--- src/hdl/sle_pkg.sv ---
package sle_pkg;

  // Operation codes carried in the kind field.
  typedef enum logic [2:0] {
    KIND_PUSH_BACK  = 3'd0,
    KIND_PUSH_FRONT = 3'd1,
    KIND_POP_BACK   = 3'd2,
    KIND_POP_FRONT  = 3'd3,
    KIND_FIND       = 3'd4
  } kind_e;

  // Result status codes.
  typedef enum logic [1:0] {
    STATUS_OK    = 2'd0,
    STATUS_FULL  = 2'd1,
    STATUS_EMPTY = 2'd2,
    STATUS_MISS  = 2'd3
  } status_e;

  // Controller states.
  typedef enum logic {
    ST_IDLE,
    ST_SEARCH
  } state_e;

  // Per-cycle command broadcast to every cell of the chain.
  typedef struct packed {
    logic shift_up;
    logic shift_down;
    logic write_back;
  } cell_cmd_t;

endpackage

--- src/hdl/sle_in_if.sv ---
interface sle_in_if;
  logic               valid;
  logic               ready;
  logic [2:0]         kind;
  logic signed [31:0] value;

  modport source (output valid, output kind, output value, input ready);
  modport sink   (input valid, input kind, input value, output ready);
endinterface

--- src/hdl/sle_out_if.sv ---
interface sle_out_if #(
  parameter int DEPTH = 16
);
  localparam int PosW = $clog2(DEPTH);
  localparam int CntW = $clog2(DEPTH + 1);

  logic            valid;
  logic            ready;
  logic [1:0]      status;
  logic [PosW-1:0] position;
  logic [CntW-1:0] count;

  modport source (output valid, output status, output position, output count, input ready);
  modport sink   (input valid, input status, input position, input count, output ready);
endinterface

--- src/hdl/sle_cell.sv ---
module sle_cell #(
  parameter int WORD_BITS = 32,
  parameter int POS_W     = 4,
  parameter int CNT_W     = 5,
  parameter int INDEX     = 0
) (
  input  logic                  clk_i,
  input  logic                  rst_ni,
  input  sle_pkg::cell_cmd_t    cmd_i,
  input  logic [CNT_W-1:0]      count_i,
  input  logic [WORD_BITS-1:0]  ins_word_i,
  input  logic [WORD_BITS-1:0]  lower_word_i,
  input  logic [WORD_BITS-1:0]  upper_word_i,
  output logic [WORD_BITS-1:0]  entry_o,
  input  logic                  probe_vld_i,
  input  logic [WORD_BITS-1:0]  probe_word_i,
  input  logic [CNT_W-1:0]      probe_left_i,
  input  logic                  probe_found_i,
  input  logic [POS_W-1:0]      probe_pos_i,
  output logic                  probe_vld_o,
  output logic [WORD_BITS-1:0]  probe_word_o,
  output logic [CNT_W-1:0]      probe_left_o,
  output logic                  probe_found_o,
  output logic [POS_W-1:0]      probe_pos_o
);
  import sle_pkg::*;

  logic [WORD_BITS-1:0] entry_q, entry_d;
  logic                 probe_vld_q;
  logic [WORD_BITS-1:0] probe_word_q;
  logic [CNT_W-1:0]     probe_left_q, probe_left_d;
  logic                 probe_found_q, probe_found_d;
  logic [POS_W-1:0]     probe_pos_q, probe_pos_d;
  logic                 live;
  logic                 hit;

  // Entry update: shift with the neighbors or take an append at this slot.
  always_comb begin
    entry_d = entry_q;
    if (cmd_i.shift_up) begin
      entry_d = lower_word_i;
    end else if (cmd_i.shift_down) begin
      entry_d = upper_word_i;
    end else if (cmd_i.write_back && (count_i == CNT_W'(INDEX))) begin
      entry_d = ins_word_i;
    end
  end

  always_ff @(posedge clk_i) begin
    entry_q <= entry_d;
  end

  assign entry_o = entry_q;

  // The search probe compares only while it still covers occupied slots.
  assign live = (probe_left_i != '0);
  assign hit  = probe_vld_i && !probe_found_i && live && (entry_q == probe_word_i);

  always_comb begin
    probe_left_d  = live ? (probe_left_i - CNT_W'(1)) : probe_left_i;
    probe_found_d = probe_found_i || hit;
    probe_pos_d   = hit ? POS_W'(INDEX) : probe_pos_i;
  end

  always_ff @(posedge clk_i or negedge rst_ni) begin
    if (!rst_ni) begin
      probe_vld_q <= 1'b0;
    end else begin
      probe_vld_q <= probe_vld_i;
    end
  end

  always_ff @(posedge clk_i) begin
    probe_word_q  <= probe_word_i;
    probe_left_q  <= probe_left_d;
    probe_found_q <= probe_found_d;
    probe_pos_q   <= probe_pos_d;
  end

  assign probe_vld_o   = probe_vld_q;
  assign probe_word_o  = probe_word_q;
  assign probe_left_o  = probe_left_q;
  assign probe_found_o = probe_found_q;
  assign probe_pos_o   = probe_pos_q;

endmodule

--- src/hdl/sequential_list_engine_core.sv ---
// Ordered list of up to DEPTH signed words with push and pop at both ends
// and a search for the first entry equal to a given value.
// Input channel (in_i): kind and value; one transaction per operation.
// Output channel (out_o): status, position and count after the operation,
// exactly one result transaction per accepted input transaction.
// For push, pop and unused kind codes the result appears
// in the output register on the cycle after acceptance, and the next input
// can be taken in that same cycle if the output is drained.
// A find sends a probe down the chain of cells, one cell per cycle; its
// result is loaded into the output register after the probe leaves the last
// cell, and no new input is taken until then. The chain length sets the wait.
// All cells shift their words to a neighbor together, so pushes and pops
// at the front take no longer than those at the back.
// Reset clears the count and the controller; list words are not cleared.
// While the receiver stalls the result stays in the output register and
// no new input is accepted.
module sequential_list_engine_core #(
  parameter int DEPTH     = 16,
  parameter int WORD_BITS = 32
) (
  input  logic       clk_i,
  input  logic       rst_ni,
  sle_in_if.sink     in_i,
  sle_out_if.source  out_o
);
  import sle_pkg::*;

  localparam int PosW = $clog2(DEPTH);
  localparam int CntW = $clog2(DEPTH + 1);

  state_e               state_q, state_d;
  logic [CntW-1:0]      count_q, count_d;
  logic                 out_vld_q;
  status_e              out_status_q, out_status_d;
  logic [PosW-1:0]      out_pos_q, out_pos_d;
  logic [CntW-1:0]      out_count_q, out_count_d;
  logic                 out_load;
  logic                 out_free;
  logic                 accept;
  logic                 is_full;
  logic                 is_empty;
  cell_cmd_t            cmd;
  logic                 probe_start;
  logic [WORD_BITS-1:0] ins_word;
  kind_e                kind;

  logic [WORD_BITS-1:0] entry_w     [DEPTH];
  logic                 probe_vld   [DEPTH+1];
  logic [WORD_BITS-1:0] probe_word  [DEPTH+1];
  logic [CntW-1:0]      probe_left  [DEPTH+1];
  logic                 probe_found [DEPTH+1];
  logic [PosW-1:0]      probe_pos   [DEPTH+1];

  // Bring the 32-bit input word to the stored width.
  if (WORD_BITS <= 32) begin : g_narrow
    assign ins_word = in_i.value[WORD_BITS-1:0];
  end else begin : g_wide
    assign ins_word = {{(WORD_BITS - 32){in_i.value[31]}}, in_i.value};
  end

  assign kind     = kind_e'(in_i.kind);
  assign is_full  = (count_q == CntW'(DEPTH));
  assign is_empty = (count_q == '0);
  assign out_free = !out_vld_q || out_o.ready;
  assign accept   = in_i.valid && in_i.ready;

  // Next-state logic.
  always_comb begin
    state_d = state_q;
    unique case (state_q)
      ST_IDLE: begin
        if (accept && (kind == KIND_FIND)) begin
          state_d = ST_SEARCH;
        end
      end
      ST_SEARCH: begin
        if (probe_vld[DEPTH]) begin
          state_d = ST_IDLE;
        end
      end
      default: state_d = ST_IDLE;
    endcase
  end

  // Output and command logic.
  always_comb begin
    in_i.ready   = 1'b0;
    cmd          = '0;
    probe_start  = 1'b0;
    count_d      = count_q;
    out_load     = 1'b0;
    out_status_d = STATUS_OK;
    out_pos_d    = '0;
    out_count_d  = count_q;
    unique case (state_q)
      ST_IDLE: begin
        in_i.ready = out_free;
        if (accept) begin
          out_load = (kind != KIND_FIND);
          unique case (kind)
            KIND_PUSH_BACK, KIND_PUSH_FRONT: begin
              if (is_full) begin
                out_status_d = STATUS_FULL;
              end else begin
                cmd.write_back = (kind == KIND_PUSH_BACK);
                cmd.shift_up   = (kind == KIND_PUSH_FRONT);
                count_d        = count_q + CntW'(1);
              end
            end
            KIND_POP_BACK, KIND_POP_FRONT: begin
              if (is_empty) begin
                out_status_d = STATUS_EMPTY;
              end else begin
                cmd.shift_down = (kind == KIND_POP_FRONT);
                count_d        = count_q - CntW'(1);
              end
            end
            KIND_FIND: begin
              probe_start = 1'b1;
            end
            default: begin
              out_status_d = STATUS_OK;
            end
          endcase
          out_count_d = count_d;
        end
      end
      ST_SEARCH: begin
        if (probe_vld[DEPTH]) begin
          out_load     = 1'b1;
          out_status_d = probe_found[DEPTH] ? STATUS_OK : STATUS_MISS;
          out_pos_d    = probe_found[DEPTH] ? probe_pos[DEPTH] : '0;
        end
      end
      default: begin
        in_i.ready = 1'b0;
      end
    endcase
  end

  // Control registers.
  always_ff @(posedge clk_i or negedge rst_ni) begin
    if (!rst_ni) begin
      state_q   <= ST_IDLE;
      count_q   <= '0;
      out_vld_q <= 1'b0;
    end else begin
      state_q <= state_d;
      count_q <= count_d;
      if (out_load) begin
        out_vld_q <= 1'b1;
      end else if (out_o.ready) begin
        out_vld_q <= 1'b0;
      end
    end
  end

  // Result payload register.
  always_ff @(posedge clk_i) begin
    if (out_load) begin
      out_status_q <= out_status_d;
      out_pos_q    <= out_pos_d;
      out_count_q  <= out_count_d;
    end
  end

  assign out_o.valid    = out_vld_q;
  assign out_o.status   = out_status_q;
  assign out_o.position = out_pos_q;
  assign out_o.count    = out_count_q;

  // Probe launch into the head of the chain.
  assign probe_vld[0]   = probe_start;
  assign probe_word[0]  = ins_word;
  assign probe_left[0]  = count_q;
  assign probe_found[0] = 1'b0;
  assign probe_pos[0]   = '0;

  // Chain of list cells.
  for (genvar i = 0; i < DEPTH; i++) begin : g_cell
    logic [WORD_BITS-1:0] lower_word;
    logic [WORD_BITS-1:0] upper_word;

    if (i == 0) begin : g_head
      assign lower_word = ins_word;
    end else begin : g_body
      assign lower_word = entry_w[i-1];
    end

    if (i == DEPTH - 1) begin : g_tail
      assign upper_word = '0;
    end else begin : g_inner
      assign upper_word = entry_w[i+1];
    end

    sle_cell #(
      .WORD_BITS (WORD_BITS),
      .POS_W     (PosW),
      .CNT_W     (CntW),
      .INDEX     (i)
    ) u_cell (
      .clk_i         (clk_i),
      .rst_ni        (rst_ni),
      .cmd_i         (cmd),
      .count_i       (count_q),
      .ins_word_i    (ins_word),
      .lower_word_i  (lower_word),
      .upper_word_i  (upper_word),
      .entry_o       (entry_w[i]),
      .probe_vld_i   (probe_vld[i]),
      .probe_word_i  (probe_word[i]),
      .probe_left_i  (probe_left[i]),
      .probe_found_i (probe_found[i]),
      .probe_pos_i   (probe_pos[i]),
      .probe_vld_o   (probe_vld[i+1]),
      .probe_word_o  (probe_word[i+1]),
      .probe_left_o  (probe_left[i+1]),
      .probe_found_o (probe_found[i+1]),
      .probe_pos_o   (probe_pos[i+1])
    );
  end

endmodule
--- src/flat_wrapper.sv ---
// flat-port wrapper written by rule: the top's interface ports become plain ports
module sequential_list_engine_core_flat import sle_pkg::*;
#(
  parameter int DEPTH     = 16,
  parameter int WORD_BITS = 32
)
  (clk_i, rst_ni, in_i_valid, in_i_kind, in_i_value, in_i_ready, out_o_valid, out_o_status, out_o_position, out_o_count, out_o_ready);
  sle_in_if in_i_i ();
  sle_out_if #(.DEPTH(DEPTH)) out_o_i ();
  input  logic clk_i;
  input  logic rst_ni;
  input wire logic [$bits(in_i_i.valid)-1:0] in_i_valid;
  input wire logic [$bits(in_i_i.kind)-1:0] in_i_kind;
  input wire logic [$bits(in_i_i.value)-1:0] in_i_value;
  output wire logic [$bits(in_i_i.ready)-1:0] in_i_ready;
  output wire logic [$bits(out_o_i.valid)-1:0] out_o_valid;
  output wire logic [$bits(out_o_i.status)-1:0] out_o_status;
  output wire logic [$bits(out_o_i.position)-1:0] out_o_position;
  output wire logic [$bits(out_o_i.count)-1:0] out_o_count;
  input wire logic [$bits(out_o_i.ready)-1:0] out_o_ready;
  assign in_i_i.valid = in_i_valid;
  assign in_i_i.kind = in_i_kind;
  assign in_i_i.value = in_i_value;
  assign in_i_ready = in_i_i.ready;
  assign out_o_valid = out_o_i.valid;
  assign out_o_status = out_o_i.status;
  assign out_o_position = out_o_i.position;
  assign out_o_count = out_o_i.count;
  assign out_o_i.ready = out_o_ready;
  sequential_list_engine_core #(.DEPTH(DEPTH), .WORD_BITS(WORD_BITS)) u_core (.clk_i(clk_i), .rst_ni(rst_ni), .in_i(in_i_i), .out_o(out_o_i));
endmodule
--- config.mk ---
export PLATFORM = sky130hd
export DESIGN_NAME = sequential_list_engine_core_flat
export DESIGN_NICKNAME = d
export VERILOG_FILES = /design/src/hdl/sle_pkg.sv /design/src/hdl/sle_in_if.sv /design/src/hdl/sle_out_if.sv /design/src/hdl/sle_cell.sv /design/src/hdl/sequential_list_engine_core.sv /design/src/flat_wrapper.sv
export SDC_FILE = /design/constraint.sdc
export NUM_CORES = 2
export LEC_CHECK = 0
export BUFFER_PORTS_ARGS = -buffer_cell sky130_fd_sc_hd__buf_2
export CAP_MARGIN = 10
export CELL_PAD_IN_SITES_DETAIL_PLACEMENT = 2
export CELL_PAD_IN_SITES_GLOBAL_PLACEMENT = 2
export CORE_MARGIN = 2
export CORE_UTILIZATION = 44
export DETAILED_ROUTE_END_ITERATION = 8
export HOLD_SLACK_MARGIN = 0.06
export PLACE_DENSITY_LB_ADDON = 0.1
export SYNTH_ARGS = -nofsm -noshare
export SYNTH_HDL_FRONTEND = slang
export SYNTH_HIERARCHICAL = 1
export SYNTH_SLANG_ARGS = --single-unit
export TNS_END_PERCENT = 5
--- constraint.sdc ---
create_clock -name clk_i -period 7.2 [get_ports clk_i]
set_input_delay 0.72 -clock clk_i [delete_from_list [all_inputs] [get_ports clk_i]]
set_output_delay 0.72 -clock clk_i [all_outputs]
set_load 0.005 [all_outputs]
==> impl_results.md <==
* Initial antenna violation count at 4
* YS warnings at 6
* Pre-CTS WS at 3.21 ns
* Total area of sequential cells at 29000 sq um
* CTS Buf Count at 134
* Post CTS Setup Buffer Count at 0
* Critical Path End Type: register
* Post-DRT Antenna Nets at 0
* Final Critical Period at 4.00 ns
* Startpoint Class: register
* Pins Over Slew Limit at 0
* P_leak at 0.0186 uW
* Critical path arrival at 4.43 ns
* Largest net degree at the start of global routing at 247
* Starting DRT DRC Count at 1799
* Power Total at 17100 uW
* Crit path max-delay cell type: nor2_4
* Worst slew margin at 0.279
* Clk Latency, worst-skew pair at 0.74 ns
* Type of the most critical hold path: input pin to register
* Die width at 336 um
* Setup TNS at 0 ns
* Row count at 121
* Routed vias/inst at 5.30
* Final Hold Viols at 0
* Synth-to-Final Area Change at 13.1%
* First-pass GRT wire length at 207000 um
* Mapped cell area at 48500 sq um
* I/O pin total at 52
* CTS tree: built
* Worst Path Buf+Inv at 4
* Via count at 30319
* CP peak stage delay at 0.85 ns
* H-tree levels at 4
* Final Skew at 0.0225 ns
* Setup slack after layout at 3.20 ns
* Drt pass-1 iters at 5
* Gate Count Post-Synth at 4043
* HPWL after DPL at 91800 um
* Die ar. at 113000 sq um
* Tightest Pin Transition at 1.08 ns
* Max-cap viol count at 0
* WL final at 132000 um
* Avg Cell Area, Syn at 12.0 sq um
* Nets at 4185
* GP Congestion at 0.833
* Critical path type: register to register
* Total GRT Usage at 0.237
* Core box area at 109000 sq um
* Residual DRC at 0
* Power Density at 311 nW/um^2
* Multi-input gate area at 18700 sq um
* Starting Density at 0.444
* Fill count at 10521
* Worst path most repeated cell: buf_12
* CP Data Required Time at 7.63 ns
* Die Y at 336 um
* VDD IR max at 0.252 mV
* CTS Buffer Depth at 3
* Unrepaired setup endpoints after global routing: no
* Final Setup Violations at 0
* Total gr overflow at 0
* Antenna diodes at 0
* Crit-path cells: buf_4 -> inv_1 -> ha_1 -> or3b_4 -> o21ai_4 -> nor2_4 -> buf_12 -> buf_12 -> mux2i_1 -> o21ai_0
* Fin crit share at 0.556
* Number of global-route vias before repair at 33381
* Max Fclk at 250 MHz
* TritonCTS Sinks at 1181
* Status: finished, final reports clean
* Crit-path max FO at 64
* Clk slew on worst S/H paths at 0.06 ns
* IO Port Bufs at 51
* Delay-heaviest family, CP: buffers and inverters
* WL per Instance at 23.0 um
* Clock root cell: clkbuf_16
* Minimum hold slack at 0.232 ns
* Share of cells above drive strength 1 at 0.0811
==> metal layers <==
metal | part of all wire | global-route usage | vias up | routed length [um]
met3 | 0.030 | 0.0322 | 162 | 3890
met2 | 0.47 | 0.384 | 407 | 61500
met1 | 0.48 | 0.333 | 15262 | 63800
li1 | - | - | 14488 | -
met5 | 0 | 0 | - | 0
met4 | 0.020 | 0.0620 | 0 | 2590
==> power by group <==
group / switching [uW] / internal [uW]
combinational: 1180 / 819
sequential: 552 / 7720
clock: 2760 / 4030
==> worst register-to-register path, delay by kind of cell (launching register included) <==
kind	cells	cell delay, ns
compound gates	2	0.20
fa+ha+maj	1	0.25
buf+inv	4	1.46
flops	1	0.32
mux	1	0.34
simple gates	2	1.15
==> final timing paths <==
check,from,end,slack (ns),depth (start not counted)
min in group asynchronous,rst_ni,u_core/count_q[1],0.60,2
worst min register to register,u_core/g_cell[0].u_cell/probe_word_o[19],u_core/g_cell[1].u_cell/probe_word_o[19],0.35,0
max in group asynchronous,rst_ni,u_core/g_cell[5].u_cell/probe_vld_o,6.08,2
worst max-delay path,u_core/count_q[0],u_core/g_cell[1].u_cell/entry_o[9],3.20,10
worst min-delay path,out_o_ready,u_core/out_o.valid,0.23,2
worst max register to register,u_core/count_q[0],u_core/g_cell[1].u_cell/entry_o[9],3.20,10
==> placed cells by master (no fill, tap or decap), drive strengths merged, types with 38 or more instances in the layout <==
cell / instances
dfxtp: 635
nand2: 526
mux2i: 525
edfxtp: 523
o21ai: 521
xor2: 464
clkbuf: 206
nor4: 99
xnor2: 96
buf: 89
inv: 83
nor2: 62
conb: 38
==> sequential cells by signal, summed over array words and instances, names as in the netlist <==
register                            flops
u_core/out_o.valid                      1
u_core/count_q                          5
u_core/out_o.count                      5
u_core/state_q                          1
u_core/g_cell.u_cell/probe_word_o     480
u_core/g_cell.u_cell/probe_found_o     16
u_core/g_cell.u_cell/probe_pos_o       64
u_core/g_cell.u_cell/entry_o          512
u_core/g_cell.u_cell/probe_left_o      75
u_core/g_cell.u_cell/probe_vld_o       16
u_core/out_o.position                   4
u_core/out_o.status                     2
==> metrics by stage <==
step                      cells  area (sq um)   util
after floorplan            4080         48700      -
after global placement     5467         50500  0.462
after detailed placement   5467         50500  0.462
after CTS                  5717         54900  0.503
after global routing       5717         54900  0.503
final                      5717         54900  0.503
==> cell type report <==
class | count | share of cell area
inverters | 75 | 0.00513
flip-flops and latches | 1181 | 0.528
clock inverters | 43 | 0.00695
clock buffers | 206 | 0.0731
repair buffers | 90 | 0.0128
multi-input cells | 2646 | 0.340
well taps | 1476 | 0.0336
==> timing repair <==
item | in CTS | in global routing
hold buffers | 1 | 0
hold endpoints to repair | 23 | 0
resized for setup | 0 | 0
Power figures use the tool's default switching activity.
